## config.mk

```make
export PLATFORM = sky130hd
export DESIGN_NAME = crop_and_ycbcr_to_rgb_flat
export DESIGN_NICKNAME = d
export VERILOG_FILES = /design/src/rtl/core/cyr_pkg.sv /design/src/rtl/core/cyr_if.sv /design/src/rtl/core/cyr_front.sv /design/src/rtl/core/cyr_fifo.sv /design/src/rtl/core/cyr_back.sv /design/src/rtl/core/crop_and_ycbcr_to_rgb.sv /design/src/flat_wrapper.sv
export SDC_FILE = /design/constraint.sdc
export NUM_CORES = 1
export LEC_CHECK = 0
export ABC_AREA = 0
export BUFFER_PORTS_ARGS = -buffer_cell sky130_fd_sc_hd__buf_2
export CAP_MARGIN = 20
export CORE_MARGIN = 10
export CORE_UTILIZATION = 33
export CTS_CLUSTER_SIZE = 25
export DETAILED_ROUTE_END_ITERATION = 12
export HOLD_SLACK_MARGIN = 0.15
export SYNTH_ARGS = -nofsm -noshare
export SYNTH_HDL_FRONTEND = slang
export SYNTH_SLANG_ARGS = --single-unit
```

## constraint.sdc

```tcl
create_clock -name i_clk -period 14.6 [get_ports i_clk]
set_input_delay 0.73 -clock i_clk [delete_from_list [all_inputs] [get_ports i_clk]]
set_output_delay 0.73 -clock i_clk [all_outputs]
set_load 0.02 [all_outputs]
```

## src/rtl/core/cyr_pkg.sv

```systemverilog
package cyr_pkg;

    localparam int MAX_DIM_DEF = 4096;
    localparam int Q_DEPTH_DEF = 4;

    localparam int PIX_W      = 8;
    localparam int DIM_REG_W  = 13;
    localparam int OFF_REG_W  = 10;
    localparam int CFG_IDX_W  = 8;
    localparam int CFG_DATA_W = 13;

    typedef enum logic [CFG_IDX_W-1:0] {
        REG_PIC_WIDTH   = 8'd0,
        REG_PIC_HEIGHT  = 8'd1,
        REG_CROP_LEFT   = 8'd2,
        REG_CROP_RIGHT  = 8'd3,
        REG_CROP_TOP    = 8'd4,
        REG_CROP_BOTTOM = 8'd5,
        REG_VERT_FOUR   = 8'd6,
        REG_RGB_MODE    = 8'd7
    } t_reg_idx;

    // kept pixel on its way from front to back
    typedef struct packed {
        logic [PIX_W-1:0] luma;
        logic [PIX_W-1:0] chroma_blue;
        logic [PIX_W-1:0] chroma_red;
        logic             frame_last;
    } t_item;

endpackage

```

## src/rtl/core/cyr_if.sv

```systemverilog
interface cyr_pix_in_if;
    import cyr_pkg::*;
    logic             valid;
    logic             ready;
    logic [PIX_W-1:0] luma;
    logic [PIX_W-1:0] chroma_blue;
    logic [PIX_W-1:0] chroma_red;
    modport source (output valid, output luma, output chroma_blue, output chroma_red,
                    input ready);
    modport sink (input valid, input luma, input chroma_blue, input chroma_red,
                  output ready);
endinterface

interface cyr_pix_out_if;
    import cyr_pkg::*;
    logic             valid;
    logic             ready;
    logic [PIX_W-1:0] comp0;
    logic [PIX_W-1:0] comp1;
    logic [PIX_W-1:0] comp2;
    logic             frame_last;
    modport source (output valid, output comp0, output comp1, output comp2,
                    output frame_last, input ready);
    modport sink (input valid, input comp0, input comp1, input comp2,
                  input frame_last, output ready);
endinterface

interface cyr_cfg_if;
    import cyr_pkg::*;
    logic                  valid;
    logic                  ready;
    logic [CFG_IDX_W-1:0]  index;
    logic [CFG_DATA_W-1:0] data;
    modport source (output valid, output index, output data, input ready);
    modport sink (input valid, input index, input data, output ready);
endinterface

```

## src/rtl/core/cyr_front.sv

```systemverilog
module cyr_front #(
    parameter int MAX_DIM = cyr_pkg::MAX_DIM_DEF
) (
    input  logic           i_clk,
    input  logic           i_rst_n,
    cyr_cfg_if.sink        i_cfg,
    cyr_pix_in_if.sink     i_pix,
    input  logic           i_q_ready,
    output logic           o_push,
    output cyr_pkg::t_item o_push_item,
    output logic           o_rgb_mode
);
    import cyr_pkg::*;

    localparam int CW = $clog2(MAX_DIM);
    localparam int DW = $clog2(MAX_DIM + 1);
    localparam int LW = (DW > DIM_REG_W) ? DW : DIM_REG_W;
    localparam int AW = ((DW > 12) ? DW : 12) + 1;

    logic [DIM_REG_W-1:0] r_pic_width;
    logic [DIM_REG_W-1:0] r_pic_height;
    logic [OFF_REG_W-1:0] r_crop_left;
    logic [OFF_REG_W-1:0] r_crop_right;
    logic [OFF_REG_W-1:0] r_crop_top;
    logic [OFF_REG_W-1:0] r_crop_bottom;
    logic                 r_vert_four;
    logic                 r_rgb_mode;

    logic [CW-1:0] r_col;
    logic [CW-1:0] r_row;
    logic [CW-1:0] n_col;
    logic [CW-1:0] n_row;

    logic [DW-1:0] w_lim;
    logic [DW-1:0] h_lim;
    logic [AW-1:0] left2;
    logic [AW-1:0] right2;
    logic [AW-1:0] top_m;
    logic [AW-1:0] bottom_m;
    logic [AW-1:0] col_x;
    logic [AW-1:0] row_x;
    logic [AW-1:0] col_end;
    logic [AW-1:0] row_end;
    logic [AW-1:0] col_inc;
    logic [AW-1:0] row_inc;
    logic          kept;
    logic          accept;

    function automatic logic [DW-1:0] limit_dim(input logic [DIM_REG_W-1:0] v);
        logic [LW-1:0] ve;
        logic [DW-1:0] r;
        ve = LW'(v);
        if (ve == '0) begin
            r = DW'(1);
        end else if (ve > LW'(MAX_DIM)) begin
            r = DW'(MAX_DIM);
        end else begin
            r = DW'(ve);
        end
        return r;
    endfunction

    assign i_cfg.ready = 1'b1;
    assign i_pix.ready = i_q_ready;
    assign accept      = i_pix.valid && i_q_ready;
    assign o_rgb_mode  = r_rgb_mode;

    always_comb begin
        w_lim    = limit_dim(r_pic_width);
        h_lim    = limit_dim(r_pic_height);
        left2    = AW'({r_crop_left, 1'b0});
        right2   = AW'({r_crop_right, 1'b0});
        top_m    = r_vert_four ? AW'({r_crop_top, 2'b00}) : AW'({r_crop_top, 1'b0});
        bottom_m = r_vert_four ? AW'({r_crop_bottom, 2'b00}) : AW'({r_crop_bottom, 1'b0});
        col_x    = AW'(r_col);
        row_x    = AW'(r_row);
        col_end  = col_x + right2;
        row_end  = row_x + bottom_m;
        kept     = (col_x >= left2) && (col_end < AW'(w_lim)) &&
                   (row_x >= top_m) && (row_end < AW'(h_lim));
        col_inc  = col_x + AW'(1);
        row_inc  = row_x + AW'(1);
        n_col    = r_col;
        n_row    = r_row;
        if (col_inc >= AW'(w_lim)) begin
            n_col = '0;
            n_row = (row_inc >= AW'(h_lim)) ? '0 : CW'(row_inc);
        end else begin
            n_col = CW'(col_inc);
        end
    end

    assign o_push                  = accept && kept;
    assign o_push_item.luma        = i_pix.luma;
    assign o_push_item.chroma_blue = i_pix.chroma_blue;
    assign o_push_item.chroma_red  = i_pix.chroma_red;
    assign o_push_item.frame_last  = (col_end + AW'(1) == AW'(w_lim)) &&
                                     (row_end + AW'(1) == AW'(h_lim));

    always_ff @(posedge i_clk) begin
        if (!i_rst_n) begin
            r_pic_width   <= DIM_REG_W'(16);
            r_pic_height  <= DIM_REG_W'(16);
            r_crop_left   <= '0;
            r_crop_right  <= '0;
            r_crop_top    <= '0;
            r_crop_bottom <= '0;
            r_vert_four   <= 1'b0;
            r_rgb_mode    <= 1'b1;
            r_col         <= '0;
            r_row         <= '0;
        end else begin
            if (i_cfg.valid) begin
                unique case (t_reg_idx'(i_cfg.index))
                    REG_PIC_WIDTH:   r_pic_width   <= i_cfg.data;
                    REG_PIC_HEIGHT:  r_pic_height  <= i_cfg.data;
                    REG_CROP_LEFT:   r_crop_left   <= i_cfg.data[OFF_REG_W-1:0];
                    REG_CROP_RIGHT:  r_crop_right  <= i_cfg.data[OFF_REG_W-1:0];
                    REG_CROP_TOP:    r_crop_top    <= i_cfg.data[OFF_REG_W-1:0];
                    REG_CROP_BOTTOM: r_crop_bottom <= i_cfg.data[OFF_REG_W-1:0];
                    REG_VERT_FOUR:   r_vert_four   <= i_cfg.data[0];
                    REG_RGB_MODE:    r_rgb_mode    <= i_cfg.data[0];
                    default: begin
                    end
                endcase
            end
            if (accept) begin
                r_col <= n_col;
                r_row <= n_row;
            end
        end
    end

endmodule

```

## src/rtl/core/cyr_fifo.sv

```systemverilog
module cyr_fifo #(
    parameter int DEPTH = cyr_pkg::Q_DEPTH_DEF
) (
    input  logic           i_clk,
    input  logic           i_rst_n,
    input  logic           i_push,
    input  cyr_pkg::t_item i_item,
    output logic           o_ready,
    output logic           o_valid,
    output cyr_pkg::t_item o_item,
    input  logic           i_pop
);
    import cyr_pkg::*;

    localparam int PW = (DEPTH > 1) ? $clog2(DEPTH) : 1;
    localparam int NW = $clog2(DEPTH + 1);

    t_item         r_mem [DEPTH];
    logic [PW-1:0] r_wr;
    logic [PW-1:0] r_rd;
    logic [NW-1:0] r_count;
    logic          push;
    logic          pop;

    assign o_ready = (r_count != NW'(DEPTH));
    assign o_valid = (r_count != '0);
    assign o_item  = r_mem[r_rd];
    assign push    = i_push && o_ready;
    assign pop     = i_pop && o_valid;

    always_ff @(posedge i_clk) begin
        if (push) begin
            r_mem[r_wr] <= i_item;
        end
    end

    always_ff @(posedge i_clk) begin
        if (!i_rst_n) begin
            r_wr    <= '0;
            r_rd    <= '0;
            r_count <= '0;
        end else begin
            if (push) begin
                r_wr <= (r_wr == PW'(DEPTH - 1)) ? '0 : r_wr + PW'(1);
            end
            if (pop) begin
                r_rd <= (r_rd == PW'(DEPTH - 1)) ? '0 : r_rd + PW'(1);
            end
            case ({push, pop})
                2'b10:   r_count <= r_count + NW'(1);
                2'b01:   r_count <= r_count - NW'(1);
                default: r_count <= r_count;
            endcase
        end
    end

endmodule

```

## src/rtl/core/cyr_back.sv

```systemverilog
module cyr_back (
    input  logic           i_clk,
    input  logic           i_rst_n,
    input  logic           i_valid,
    input  cyr_pkg::t_item i_item,
    output logic           o_ready,
    input  logic           i_rgb_mode,
    cyr_pix_out_if.source  o_pix
);
    import cyr_pkg::*;

    localparam int PROD_W = 19;
    localparam int SUM_W  = 20;

    localparam logic signed [PROD_W-1:0] C_Y  = 19'sd298;
    localparam logic signed [PROD_W-1:0] C_RV = 19'sd409;
    localparam logic signed [PROD_W-1:0] C_GU = 19'sd100;
    localparam logic signed [PROD_W-1:0] C_GV = 19'sd208;
    localparam logic signed [PROD_W-1:0] C_BU = 19'sd516;

    logic signed [8:0] y_s;
    logic signed [8:0] u_s;
    logic signed [8:0] v_s;

    logic                     r_s1_valid;
    t_item                    r_s1_item;
    logic signed [PROD_W-1:0] r_py;
    logic signed [PROD_W-1:0] r_prv;
    logic signed [PROD_W-1:0] r_pgu;
    logic signed [PROD_W-1:0] r_pgv;
    logic signed [PROD_W-1:0] r_pbu;

    logic signed [SUM_W-1:0] sum_r;
    logic signed [SUM_W-1:0] sum_g;
    logic signed [SUM_W-1:0] sum_b;

    logic             r_s2_valid;
    logic [PIX_W-1:0] r_c0;
    logic [PIX_W-1:0] r_c1;
    logic [PIX_W-1:0] r_c2;
    logic             r_last;

    logic s1_ready;
    logic s2_ready;

    function automatic logic [PIX_W-1:0] q8_clamp(input logic signed [SUM_W-1:0] s);
        logic [PIX_W-1:0] r;
        if (s[SUM_W-1]) begin
            r = '0;
        end else if (|s[SUM_W-2:16]) begin
            r = '1;
        end else begin
            r = s[15:8];
        end
        return r;
    endfunction

    assign s2_ready = !r_s2_valid || o_pix.ready;
    assign s1_ready = !r_s1_valid || s2_ready;
    assign o_ready  = s1_ready;

    assign y_s = signed'({1'b0, i_item.luma}) - 9'sd16;
    assign u_s = signed'({1'b0, i_item.chroma_blue}) - 9'sd128;
    assign v_s = signed'({1'b0, i_item.chroma_red}) - 9'sd128;

    assign sum_r = SUM_W'(r_py) + SUM_W'(r_prv);
    assign sum_g = SUM_W'(r_py) - SUM_W'(r_pgu) - SUM_W'(r_pgv);
    assign sum_b = SUM_W'(r_py) + SUM_W'(r_pbu);

    // multiply stage
    always_ff @(posedge i_clk) begin
        if (s1_ready && i_valid) begin
            r_s1_item <= i_item;
            r_py      <= PROD_W'(y_s) * C_Y;
            r_prv     <= PROD_W'(v_s) * C_RV;
            r_pgu     <= PROD_W'(u_s) * C_GU;
            r_pgv     <= PROD_W'(v_s) * C_GV;
            r_pbu     <= PROD_W'(u_s) * C_BU;
        end
    end

    // sum, clamp and output register, or pass-through of the raw components
    always_ff @(posedge i_clk) begin
        if (s2_ready && r_s1_valid) begin
            r_last <= r_s1_item.frame_last;
            if (i_rgb_mode) begin
                r_c0 <= q8_clamp(sum_r);
                r_c1 <= q8_clamp(sum_g);
                r_c2 <= q8_clamp(sum_b);
            end else begin
                r_c0 <= r_s1_item.chroma_red;
                r_c1 <= r_s1_item.luma;
                r_c2 <= r_s1_item.chroma_blue;
            end
        end
    end

    always_ff @(posedge i_clk) begin
        if (!i_rst_n) begin
            r_s1_valid <= 1'b0;
            r_s2_valid <= 1'b0;
        end else begin
            if (s1_ready) begin
                r_s1_valid <= i_valid;
            end
            if (s2_ready) begin
                r_s2_valid <= r_s1_valid;
            end
        end
    end

    assign o_pix.valid      = r_s2_valid;
    assign o_pix.comp0      = r_c0;
    assign o_pix.comp1      = r_c1;
    assign o_pix.comp2      = r_c2;
    assign o_pix.frame_last = r_last;

endmodule

```

## src/rtl/core/crop_and_ycbcr_to_rgb.sv

```systemverilog
// a kept item passes the queue, the multiply stage and the output register on its way out
// throughput: one item per cycle while the queue is not full; dropped items give no result
// a Q_DEPTH-entry queue, four by default, parts the crop front from the two-stage conversion back
// synchronous active-low reset clears raster counters, queue and stage valids
// and restores the register defaults
module crop_and_ycbcr_to_rgb #(
    parameter int MAX_DIM = cyr_pkg::MAX_DIM_DEF,
    parameter int Q_DEPTH = cyr_pkg::Q_DEPTH_DEF
) (
    input  logic          i_clk,
    input  logic          i_rst_n,
    cyr_cfg_if.sink       i_cfg,
    cyr_pix_in_if.sink    i_pix,
    cyr_pix_out_if.source o_pix
);
    import cyr_pkg::*;

    logic  push;
    t_item push_item;
    logic  q_ready;
    logic  q_valid;
    t_item q_item;
    logic  back_ready;
    logic  rgb_mode;

    cyr_front #(
        .MAX_DIM (MAX_DIM)
    ) u_front (
        .i_clk       (i_clk),
        .i_rst_n     (i_rst_n),
        .i_cfg       (i_cfg),
        .i_pix       (i_pix),
        .i_q_ready   (q_ready),
        .o_push      (push),
        .o_push_item (push_item),
        .o_rgb_mode  (rgb_mode)
    );

    cyr_fifo #(
        .DEPTH (Q_DEPTH)
    ) u_fifo (
        .i_clk   (i_clk),
        .i_rst_n (i_rst_n),
        .i_push  (push),
        .i_item  (push_item),
        .o_ready (q_ready),
        .o_valid (q_valid),
        .o_item  (q_item),
        .i_pop   (back_ready)
    );

    cyr_back u_back (
        .i_clk      (i_clk),
        .i_rst_n    (i_rst_n),
        .i_valid    (q_valid),
        .i_item     (q_item),
        .o_ready    (back_ready),
        .i_rgb_mode (rgb_mode),
        .o_pix      (o_pix)
    );

endmodule

```

## src/flat_wrapper.sv

```systemverilog
// flat-port wrapper written by rule: the top's interface ports become plain ports
module crop_and_ycbcr_to_rgb_flat import cyr_pkg::*;
#(
    parameter int MAX_DIM = cyr_pkg::MAX_DIM_DEF,
    parameter int Q_DEPTH = cyr_pkg::Q_DEPTH_DEF
)
  (i_clk, i_rst_n, i_cfg_valid, i_cfg_index, i_cfg_data, i_cfg_ready, i_pix_valid, i_pix_luma, i_pix_chroma_blue, i_pix_chroma_red, i_pix_ready, o_pix_valid, o_pix_comp0, o_pix_comp1, o_pix_comp2, o_pix_frame_last, o_pix_ready);
  cyr_cfg_if i_cfg_i ();
  cyr_pix_in_if i_pix_i ();
  cyr_pix_out_if o_pix_i ();
  input  logic i_clk;
  input  logic i_rst_n;
  input wire logic [$bits(i_cfg_i.valid)-1:0] i_cfg_valid;
  input wire logic [$bits(i_cfg_i.index)-1:0] i_cfg_index;
  input wire logic [$bits(i_cfg_i.data)-1:0] i_cfg_data;
  output wire logic [$bits(i_cfg_i.ready)-1:0] i_cfg_ready;
  input wire logic [$bits(i_pix_i.valid)-1:0] i_pix_valid;
  input wire logic [$bits(i_pix_i.luma)-1:0] i_pix_luma;
  input wire logic [$bits(i_pix_i.chroma_blue)-1:0] i_pix_chroma_blue;
  input wire logic [$bits(i_pix_i.chroma_red)-1:0] i_pix_chroma_red;
  output wire logic [$bits(i_pix_i.ready)-1:0] i_pix_ready;
  output wire logic [$bits(o_pix_i.valid)-1:0] o_pix_valid;
  output wire logic [$bits(o_pix_i.comp0)-1:0] o_pix_comp0;
  output wire logic [$bits(o_pix_i.comp1)-1:0] o_pix_comp1;
  output wire logic [$bits(o_pix_i.comp2)-1:0] o_pix_comp2;
  output wire logic [$bits(o_pix_i.frame_last)-1:0] o_pix_frame_last;
  input wire logic [$bits(o_pix_i.ready)-1:0] o_pix_ready;
  assign i_cfg_i.valid = i_cfg_valid;
  assign i_cfg_i.index = i_cfg_index;
  assign i_cfg_i.data = i_cfg_data;
  assign i_cfg_ready = i_cfg_i.ready;
  assign i_pix_i.valid = i_pix_valid;
  assign i_pix_i.luma = i_pix_luma;
  assign i_pix_i.chroma_blue = i_pix_chroma_blue;
  assign i_pix_i.chroma_red = i_pix_chroma_red;
  assign i_pix_ready = i_pix_i.ready;
  assign o_pix_valid = o_pix_i.valid;
  assign o_pix_comp0 = o_pix_i.comp0;
  assign o_pix_comp1 = o_pix_i.comp1;
  assign o_pix_comp2 = o_pix_i.comp2;
  assign o_pix_frame_last = o_pix_i.frame_last;
  assign o_pix_i.ready = o_pix_ready;
  crop_and_ycbcr_to_rgb #(.MAX_DIM(MAX_DIM), .Q_DEPTH(Q_DEPTH)) u_core (.i_clk(i_clk), .i_rst_n(i_rst_n), .i_cfg(i_cfg_i), .i_pix(i_pix_i), .o_pix(o_pix_i));
endmodule
```

---- Word level (Yosys, flattened, before mapping) ----
Memories as Yosys holds them, arrays and structs flattened. A register that Yosys moved wholly into a read port is not among the register bits.
Index checks and enable logic that the tools add are counted.
storage, ports and cells
  bits in registers ....................... 234
  memories kept ........................... 1
  bits of input ports ..................... 50
  memory bits (writable) .................. 100
  word-level logic and storage cells ...... 127
  output and inout bits ................... 28
operators by class
  reductions and logical operators ........ 30
  muxes and demuxes ....................... 24
  $lt $le $gt $ge ......................... 8
  multiply operators ...................... 5
  add/sub/neg operators ................... 17
  equality and inequality tests ........... 14
memories
  memory               words  width  read ports  clocked after memory_dff  wr ports  RTL line        text
  u_core.u_fifo.r_mem  4      25     1           1                         1         cyr_fifo.sv:18  t_item r_mem [DEPTH];
operator list
  cell                   number
  $mux 8                 9
  $mux 13                4
  $mux 12                4
  $add 19x19->20         2
  $eq 8x3->1 const B     4
  $add 13x1->14 const B  2
  $eq 14x13->1           2
  $add 12x1->13 const B  2
  $ge 13x13->1           2
  $gt 13x13->1 const B   2
  $logic_not 13->1       2
  $lt 13x13->1           2
  $sub 19x17->20         1
  $sub 20x18->20         1
  $mul 9x10->19 const B  1
  $mul 9x9->18 const B   1
  $reduce_and 2->1       9
  $sub 8x8->9 const B    2
  $mul 9x9->17 const B   1
  $eq 8x2->1 const B     2
  $mul 9x6->15 const B   1
  $mul 9x5->14 const B   1
  $add 12x11->13         1
  $add 12x12->13         1
  other kinds (20)       39

---- Logic depth before layout (Yosys ltp) ----
Gate-level depths: netlist (run 1).
  depth in word-level cells ............... 11
  depth in mapped cells ................... 27
  mapped depth without buffers ............ 25

---- Modules after synthesis ----
From an unflattened synthesis (run 1), not the netlist that was laid out.
second synthesis, totals
  cells, all modules ...................... 2157
  area total of the unflattened synthesis .. 23003.3 sq um
by module, submodules not included
  module     times used  area each (sq um)  seq. area each (sq um)  cells an instance
  cyr_back   1           10790.3            3523.4                  1012
  cyr_front  1           8110.3             1841.8                  958
  cyr_fifo   1           4102.7             3183.1                  187

---- Least setup slack after synthesis (run 1) ----
No wires, ideal clock.
  kind .................................... input -> register
  start point ............................. input o_pix_ready
  end point ............................... register u_core.u_fifo.r_count[2]
  cell stages on the path ................. 8
  library setup time ...................... 70 ps
  data required time ...................... 14530 ps
  arrival time ............................ 7142 ps
  buffers on the path ..................... 0
  path slack .............................. 7387 ps
  path through ............................ nor2b_1 -> a21oi_1 -> ha_1 -> inv_1 -> fa_1 -> xor2_1 -> or3_1 -> a21oi_1
between the ends
  word-level cells in the longest chain between the ends .. 5
  elaborated cells between the ends (all ways) .. 7
  those cells by class .................... 2 x eq/ne; 1 x mux; 4 x reduce/logical
RTL lines
  element                                                 RTL line            text
  start, declared                                         flat_wrapper.sv:27  input wire logic [$bits(o_pix_i.ready)-1:0] o_pix_ready;
  $logic_or 1x1->1 (*)                                    cyr_back.sv:58      assign s2_ready = !r_s2_valid || o_pix.ready;
  $logic_or 1x1->1 (*)                                    cyr_back.sv:59      assign s1_ready = !r_s1_valid || s2_ready;
  $logic_and 1x1->1 (*)                                   cyr_fifo.sv:29      assign pop = i_pop && o_valid;
  named net u_core.u_fifo.pop                             cyr_fifo.sv:23      logic pop;
  $eq 2x1->1 / $eq 2x2->1 (equally long branches)         cyr_fifo.sv:49      case ({push, pop})
  $pmux 3 s2 / $reduce_bool 2->1 (equally long branches)  --
  end signal, assigned                                    cyr_fifo.sv:50      2'b10: r_count <= r_count + NW'(1);
  end signal, assigned                                    cyr_fifo.sv:51      2'b01: r_count <= r_count - NW'(1);
  end signal, assigned                                    cyr_fifo.sv:52      default: r_count <= r_count;
  end, declared                                           cyr_fifo.sv:21      logic [NW-1:0] r_count;
Mark *: on every way through the listed nets, which the timed path passes. The rest lies on a longest branch.
A chain may end at the register's enable or synchronous reset.

==> flow_summary.yaml, run 1 <==
floorplan:
  die_h_um: 278.1
  rows: 94
  pin_count: 78
  start_util_pct: 33.36
  core_um2: 65860
  die_w_um: 278.1
  dieArea_um2: 77310
worst_setup_path:
  worst-setup-path-type: "register to register"
  cp_data_required_time_ns: 14.91
  cp-start-kind: "register"
  worst-path-max-fanout: 25
  critPathCaptureType: "register"
  crit_arrival_ns: 6.74
clock_network:
  cts_buffers: 39
  cts_tree: "built"
  post_cts_buffers: 0
  htree_levels: 2
  clockBufferDepth: 3
  cts_root_buf: "clkbuf_16"
  clk_latency_ns: 0.57
  cts.sinks: 319
  post_cts_resized: 0
  cts-hold-fix-buffers: 0
  clk_pin_slew_ns: 0.06
synth:
  syn-num-nets: 2445
  ys.warnings.count: 0
  synthArstFlopShare_pct: 0
  yosys-top-cells-area: "edfxtp_1 (30%), ha_1 (18%), dfxtp_1 (9.4%)"
  ys_seq_area_share_pct: 38.90
  synthFlopType: "edfxtp_1"
  synthCells: 2023
  synth-edff-count: 216
  ys_ff_latch: 319
  yosysUniqueCellTypes: 97
  synth_top_area_share_pct: 29.52
  synth_top_area_cell: "edfxtp_1"
  syn_area_um2: 21970
  synth.most_common_cell: "ha_1"
  syn_area_per_cell_um2: 10.86
  synthTopCellsByCount: "ha_1 (316), edfxtp_1 (216), inv_1 (185)"
detailed_routing:
  viasPerCell: 5.054
  drc_errors: 0
  ant_nets: 0
  finalWirelength_um: 53110
  wl_per_cell_um: 17.65
  drtIter0Drc: 828
  dr.pass1.iters: 5
  vias: 15200
placed_design:
  gp_congestion: 0.8719
  dp_hpwl_um: 41060
  numPortBuffers: 76
  post_dp_cell_area_um2: 23400
timing:
  layout_min_cycle_time_ns: 6.428
  worst_pin_slew_ns: 1.002
  rsz0062_at_grt: "no"
  min_period_over_period_pct: 44.03
  slew_viol_final: 0
  fin_worst_skew_ns: 0.02575
  clock.fmax_mhz: 155.6
  fin_tns_setup_ns: 0
  setup_viol: 0
  slew_headroom_pct: 32.88
  finalHoldViolations: 0
  whs_ns: 0.3742
cells_and_area:
  final_area_um2: 24780
  post-route-util_pct: 37.62
  fin_nets: 2533
  fill_cells: 6448
  drive_gt1_share_pct: 10.74
  area_growth_pct: 12.76
status:
  status: "finished clean"
global_route:
  grt_max_degree: 86
  grt_pass1_wl_um: 85570
  grt-ovfl-total: 0
  antenna_found_initial: 9
  grt_use_total_pct: 13.68
  grt_pass1_vias: 15670
min_path:
  hold_class: "primary input to register"
job:
  drv_cap: 0
-- state kept, by name, indices dropped and copies added (netlist names), 10 cells and up, named ones only --
name,count
u_core.u_back.r_py,16
u_core.u_front.r_crop_top,10
u_core.u_back.r_s1_item,25
u_core.u_front.r_pic_height,13
u_core.u_front.r_row,12
u_core.u_back.r_pbu,10
u_core.u_back.r_pgv,12
u_core.u_front.r_crop_left,10
u_core.u_fifo.r_mem,100
u_core.u_front.r_crop_right,10
u_core.u_back.r_pgu,12
u_core.u_back.r_prv,16
u_core.u_front.r_col,12
u_core.u_front.r_pic_width,13
u_core.u_front.r_crop_bottom,10
-- per-stage QoR --
stage               instances  setup WS (ns)
floorplan                2023          7.387
detailed placement       2933          8.192
global placement         2933          8.353
CTS                      3005          8.149
global route             3006          7.742
finish                   3008          8.172
-- critical path: stages (launching register included) --
cell and delay (ns):
dfxtp_1 0.30, buf_4 0.34, mux4_2 0.40, inv_1 0.21, ha_1 0.21, nor3b_2 0.82, ha_1 0.42, ha_1 0.33
fa_1 0.49, inv_1 0.06, fa_1 0.53, inv_1 0.05, ha_1 0.32, o21ai_0 0.13, a21boi_0 0.24, o21ai_0 0.14
a21boi_0 0.24, o21ai_0 0.14, a21boi_0 0.28, o21a_1 0.17, o21ai_0 0.10, a31o_2 0.25
-- layout by cell type, fill, tap and decap left out, types with 30 or more instances in the layout --
master / count
edfxtp_1: 216
nand2_1: 139
mux2i_1: 69
inv_1: 184
o21ai_0: 67
nor2_1: 161
a21o_1: 38
nor3_1: 30
dfxtp_1: 102
buf_2: 76
ha_1: 316
fa_1: 56
clkbuf_16: 40
nand3_1: 35
a21oi_1: 95
xor2_1: 45
xnor2_1: 87
-- per-layer routing --
metal	wire length [um]	up-vias	track usage (%)
li1	-	7444	-
met1	23620	7347	17.04
met2	25290	320	23.44
met3	2624	86	2.654
met4	1537	4	4.394
met5	27	-	0
-- area by class of cell --
cell class | instances | area [um2] | area share [%]
Sequential cell | 319 | 8549 | 34.50
Inverter | 185 | 694.4 | 2.802
Timing Repair Buffer | 91 | 496.7 | 2.005
Clock inverter | 25 | 335.3 | 1.353
Clock buffer | 47 | 1027 | 4.146
Antenna cell | 2 | 5.005 | 0.02020
Multi-Input combinational cell | 1475 | 12590 | 50.81
Tap cell | 864 | 1081 | 4.363
-- final timing paths --
check                        startpoint                        endpoint  slack, ns  depth (start not counted)
max                            register          u_core.u_back.r_py[18]       8.17                         21
max reg2reg                    register          u_core.u_back.r_py[18]       8.17                         21
min reg2reg  u_core.u_back.r_s1_item[0]  u_core.u_back.o_pix.frame_last       0.44                          0
min                       i_pix_luma[6]      u_core.u_fifo.r_mem[3][23]       0.37                          1
-- cell families (layout without fill, tap and decap cells) --
group,count (synthesis),count (layout),share of synthesized area (%)
fa+ha+maj,372,372,23.09
xor+xnor,138,138,5.756
buf+inv,229,348,3.940
compound gates,353,353,10.85
mux,104,104,6.218
simple gates,507,507,11.23
other cells,1,3,0.01706
flops,319,319,38.90
Power of run 1 is left out: the tool's default activity adds up to more than one toggle a clock period on the data nets, which glitch-free logic cannot reach.
==> inputs of run 2 (changes only) <==
- ABC_AREA: 0 -> 1
- clock period: 14.6 -> 6.5 ns (I/O delays scaled with it)
==> run 2 against run 1 <==
  * Worst hold slack worse by 0.18 ns
  * Setup slack lost 7.2 ns
  * Critical path depth did not move
  * Synthesized area rose by 4.8%
  * Routed wire length increased by 9.9%
  * Critical path type unchanged
==> flow_summary.yaml, run 2 <==
status:
  status: "finished clean"
cells_and_area:
  drive_gt1_share_pct: 8.090
  top_regs: "u_core.u_fifo.r_mem x100, u_core.u_back.r_s1_item x25"
  fin_nets: 3237
  largest_reg_flops: 100
  layout_common_cells: "nand2_1 (509), inv_1 (347), ha_1 (316), nor2_1 (252), edfxtp_1 (216)"
  area_growth_pct: 14.09
  layout_commonest_cell: "nand2_1"
  regMostFlops: "u_core.u_fifo.r_mem"
timing:
  min_period_over_period_pct: 84.80
  layout_min_cycle_time_ns: 5.512
  fin_tns_setup_ns: 0
  finalHoldViolations: 0
  worst_pin_slew_ns: 0.9972
  fin_worst_skew_ns: 0.04381
  rsz0062_at_grt: "no"
  slew_viol_final: 0
  slew_headroom_pct: 33.52
  clock.fmax_mhz: 181.4
  setup_viol: 0
detailed_routing:
  vias: 17910
  viasPerCell: 4.744
  finalWirelength_um: 58370
  ant_nets: 0
  drtIter0Drc: 1193
  dr.pass1.iters: 5
  wl_per_cell_um: 15.46
  drc_errors: 0
synth:
  synthArstFlopShare_pct: 0
  synth_top_area_cell: "edfxtp_1"
  ys_ff_latch: 319
  synthCells: 2683
  yosys-top-cells-area: "edfxtp_1 (28%), ha_1 (17%), dfxtp_1 (9.0%)"
  synthTopCellsByCount: "nand2_1 (509), inv_1 (348), ha_1 (316)"
  synth.most_common_cell: "nand2_1"
  syn_area_um2: 23030
  ys.warnings.count: 0
  syn-num-nets: 3105
  synth-edff-count: 216
  synth_top_area_share_pct: 28.17
  synthFlopType: "edfxtp_1"
  ys_seq_area_share_pct: 37.12
  syn_area_per_cell_um2: 8.583
  yosysUniqueCellTypes: 57
placed_design:
  numPortBuffers: 76
  gp_congestion: 0.8816
  dp_hpwl_um: 45450
global_route:
  antenna_found_initial: 4
  grt_max_degree: 81
  grt_use_total_pct: 14.28
  grt_pass1_wl_um: 93580
  grt_pass1_vias: 17410
  grt-ovfl-total: 0
clock_network:
  clk_latency_ns: 0.57
  clockBufferDepth: 3
  post_cts_resized: 0
  cts.sinks: 319
  clk_pin_slew_ns: 0.07
  cts_buffers: 39
  post_cts_buffers: 0
  cts_tree: "built"
  htree_levels: 2
  cts_root_buf: "clkbuf_16"
floorplan:
  core_um2: 68830
  rows: 96
  pin_count: 78
  die_w_um: 284.2
  die_h_um: 284.2
  start_util_pct: 33.46
  dieArea_um2: 80740
worst_setup_path:
  worst-setup-path-type: "register to register"
  endpoint: "u_core.u_back.r_prv[18]"
  cp-start-kind: "register"
  r2r_end: "u_core.u_back.r_prv[18]"
  cp_data_required_time_ns: 6.80
  worst-path-max-fanout: 52
  reg2reg_depth: 21
  reg2reg_slack_ns: 0.99
  crit_arrival_ns: 5.81
  critPathCaptureType: "register"
job:
  drv_cap: 0
min_path:
  hold_class: "primary input to register"
## run 2: cell count changes after synthesis, sizes merged, moves of 27 or more
cell   previous run  this run
a21oi            97       194
nand2           140       532
nand4             9        36
mux2i            69         0
nand3            37       146
o21a             28         1
o21ai            68       171
xnor2            89        38
inv             185       358
nor2            163       272
a21o             38         9
## run 2: per-layer routing
layer | wire [um] | part of all wire, % | global-route usage, %
met5 | 21 | 0.036 | 0
met4 | 1409 | 2.4 | 4.286
met3 | 2671 | 4.6 | 2.226
met2 | 26250 | 45 | 23.29
met1 | 28020 | 48 | 19.19
## run 2: critical path: stages, from the launching register on
cell and delay, ns:
dfxtp_2 0.33, buf_4 0.43, nand2_1 0.10, a32oi_1 0.71, inv_1 0.25, ha_1 0.35, inv_1 0.07, ha_1 0.16
inv_1 0.06, fa_1 0.48, fa_1 0.54, inv_1 0.04, ha_1 0.29, ha_1 0.37, inv_1 0.08, nor3_1 0.18
a21oi_1 0.12, o21ai_0 0.30, a21oi_1 0.12, nor2_1 0.10, nor2_1 0.05, xor2_1 0.13
## run 2: cell families after synthesis
| family | Yosys count | synth area share, % |
|---|---|---|
| adders and majority gates | 372 | 22.04 |
| and+or+nand+nor | 1026 | 19.21 |
| DFF | 319 | 37.12 |
| AOI/OAI and AO/OA | 448 | 10.68 |
| buffers and inverters | 407 | 6.716 |
| other | 1 | 0.01629 |
| xor gates and xnor gates | 110 | 4.217 |
## run 2: worst min path at each step
stage                                     from                             end  cells past startpoint
floorplan           u_core.u_back.r_s1_item[0]  u_core.u_back.o_pix.frame_last                      0
global placement      u_core.u_fifo.r_count[0]        u_core.u_fifo.r_count[0]                      1
detailed placement    u_core.u_fifo.r_count[0]        u_core.u_fifo.r_count[0]                      1
CTS                              i_cfg_data[7]   u_core.u_front.r_pic_width[7]                      3
global route                     i_cfg_data[7]   u_core.u_front.r_pic_width[7]                      3
finish                           i_cfg_data[7]   u_core.u_front.r_pic_width[7]                      3
## run 2: through the flow
step / hold slack [ns] / instance area (um2) / setup WS [ns] / std cells / util (%)
after detailed placement: 0.4473 / 24560 / 0.9602 / 3665 / 35.69
after CTS: 0.1503 / 26270 / 0.9693 / 3774 / 38.17
after global routing: 0.1972 / 26270 / 0.4040 / 3775 / 38.17
final: 0.1932 / 26270 / 0.9878 / 3775 / 38.17
after floorplan: 0.4003 / 23030 / 1.408 / 2683 / -
after global placement: 0.4383 / 24560 / 1.052 / 3665 / 35.69
## run 2: layout make-up
type / instances / area [um2]
Sequential cell: 319 / 8549
Inverter: 361 / 1356
Tap cell: 931 / 1165
Fill cell: 6982 / 42550
Antenna cell: 1 / 2.502
Clock buffer: 50 / 1069
Multi-Input combinational cell: 1957 / 12950
Clock inverter: 19 / 239.0
Timing Repair Buffer: 137 / 938.4
## run 2: what timing repair did
| item | 4_1_cts | 5_1_grt |
|---|---|---|
| setup endpoints to repair | 0 | 0 |
| hold buffers | 40 | 0 |
| endpoints found under the hold margin | 138 | 0 |
Power of run 2 is left out for the same reason.
==> inputs of run 3 (changes only) <==
- clock period: 6.5 -> 4.8 ns (I/O delays scaled with it)
==> run 3 against run 2 <==
  * Via count rose by 1.4%
  * Global-route usage rose by 0.19 points
  * Non-clock buffer count grew 38
  * Routed wire length up 1.3%
  * Worst hold slack improved by 0.0036 ns
  * Die area unchanged
  * First-iteration DRC count decreased by 8.5%
==> flow_summary.yaml, run 3 (synthesis gave the netlist of run 2 again) <==
timing:
  layout_min_cycle_time_ns: 4.634
  finalWorstSetupSlack_ns: 0.1660
  min_period_over_period_pct: 96.54
  worst_pin_slew_ns: 0.9424
  fin_worst_skew_ns: 0.03960
  setup_viol: 0
  rsz0062_at_grt: "yes"
  whs_ns: 0.1968
  clock.fmax_mhz: 215.8
  slew_viol_final: 0
  finalHoldViolations: 0
  slew_headroom_pct: 36.79
  fin_tns_setup_ns: 0
floorplan:
  die_w_um: 284.2
  dieArea_um2: 80740
  start_util_pct: 33.46
  rows: 96
  pin_count: 78
  die_h_um: 284.2
  core_um2: 68830
min_path:
  hold_class: "primary input to register"
  hold_path_end: "u_core.u_front.r_crop_left[0]"
  hp-start: "i_cfg_index[4]"
  holdPathStages: 7
clock_network:
  clk_pin_slew_ns: 0.06
  cts.sinks: 319
  htree_levels: 2
  cts_root_buf: "clkbuf_16"
  clockBufferDepth: 3
  cts_buffers: 39
  cts_tree: "built"
  clk_latency_ns: 0.57
global_route:
  grt_pass1_vias: 17560
  grt-ovfl-total: 0
  grt_pass1_wl_um: 95050
  grt_max_degree: 77
  antenna_found_initial: 3
  grt_use_total_pct: 14.47
worst_setup_path:
  worst-setup-path-type: "register to register"
  cp_cell_sequence: "clkinv_1 > buf_4 > a21oi_1 > a32oi_2 > buf_4 > ha_1 > ha_1 > inv_1 > fa_1 > fa_1 > inv_1 > ha_1 > ha_1 > inv_1 > nor3_1 > a21oi_2 > o21ai_2 > a21oi_1 > nor2_1 > nor2_1 > xor2_1"
  cp_slowest_cell: "fa_1"
  critPathBufInv: 6
  r2r_end: "u_core.u_back.r_prv[18]"
  crit_cells: 21
  cp-start-kind: "register"
  path_common_cell: "ha_1"
  crit_arrival_ns: 4.95
  cp_slowest_stage_delay_ns: 0.55
  critPathCaptureType: "register"
  reg2reg_slack_ns: 0.17
  worst-path-max-fanout: 14
  path_delay_family: "adder cells"
  cp_data_required_time_ns: 5.12
  reg2reg_depth: 21
detailed_routing:
  viasPerCell: 4.757
  dr.pass1.iters: 5
  drc_errors: 0
  wl_per_cell_um: 15.50
  ant_nets: 0
  finalWirelength_um: 59130
  vias: 18150
  drtIter0Drc: 1091
placed_design:
  numPortBuffers: 76
  gp_congestion: 0.8748
  dp_slack_ns: -0.04119
  dp_hpwl_um: 46350
job:
  drv_cap: 0
cells_and_area:
  area_growth_pct: 16.39
  largest_reg_flops: 100
  regMostFlops: "u_core.u_fifo.r_mem"
  layout_commonest_cell: "nand2_1"
  drive_gt1_share_pct: 10.02
  fin_nets: 3275
  top_regs: "u_core.u_fifo.r_mem x100, u_core.u_back.r_s1_item x25"
  layout_common_cells: "nand2_1 (506), inv_1 (347), ha_1 (313), nor2_1 (252), edfxtp_1 (216)"
status:
  status: "finished clean"
run 3: cell count changes in the layout (fill, tap and decap cells not counted), sizes merged:
cell	change
clkbuf	-2
inv	+4
diode	+1
dlygate4sd3	+5
buf	+33
clkinvlp	+1
clkinv	-1
run 3: what timing repair did:
action	4_1_cts	5_1_grt
hold endpoints to repair	166	0
hold buffers	45	0
endpoints found under the setup margin	1	10
pin swaps	0	3
resized for setup	2	19
setup buffers	0	4
run 3: cell type report:
| type | instances | area [um2] |
|---|---|---|
| Fill cell | 6925 | 42020 |
| Antenna cell | 2 | 5.005 |
| Multi-Input combinational cell | 1957 | 13070 |
| Sequential cell | 319 | 8553 |
| Clock buffer | 48 | 1051 |
| Inverter | 361 | 1359 |
| Timing Repair Buffer | 175 | 1303 |
| Clock inverter | 23 | 299.0 |
| Tap cell | 931 | 1165 |
run 3: how the worst max path moves through the flow:
stage / startpoint / end
CTS: register / u_core.u_back.r_prv[18]
finish: register / u_core.u_back.r_prv[18]
floorplan: register / u_core.u_back.r_prv[18]
global route: register / u_core.u_back.r_prv[18]
global placement: register / u_core.u_back.r_prv[18]
detailed placement: register / u_core.u_back.r_prv[18]
run 3: worst reg2reg max path, cell delays in order (launching register included):
cell and delay [ns]:
dfxtp_1 0.36, clkinv_1 0.08, buf_4 0.19, a21oi_1 0.19, a32oi_2 0.09, buf_4 0.18
ha_1 0.22, ha_1 0.28, inv_1 0.05, fa_1 0.51, fa_1 0.55, inv_1 0.04
ha_1 0.29, ha_1 0.37, inv_1 0.08, nor3_1 0.25, a21oi_2 0.11, o21ai_2 0.16
a21oi_1 0.08, nor2_1 0.10, nor2_1 0.05, xor2_1 0.13
run 3: stage by stage:
stage               util, %  instance area (um2)  instances
floorplan                 -                23080       2683
global placement      36.15                24880       3694
detailed placement    36.15                24880       3694
CTS                   38.78                26690       3810
global route          38.94                26800       3815
finish                38.94                26800       3816
run 3: per-layer routing:
metal	track usage, %	vias up	routed length, um
li1	-	9390	-
met1	19.43	8310	27730
met2	23.61	369	26860
met3	2.473	83	3190
met4	4.048	2	1343
met5	0	-	7
Power of run 3 is left out for the same reason.
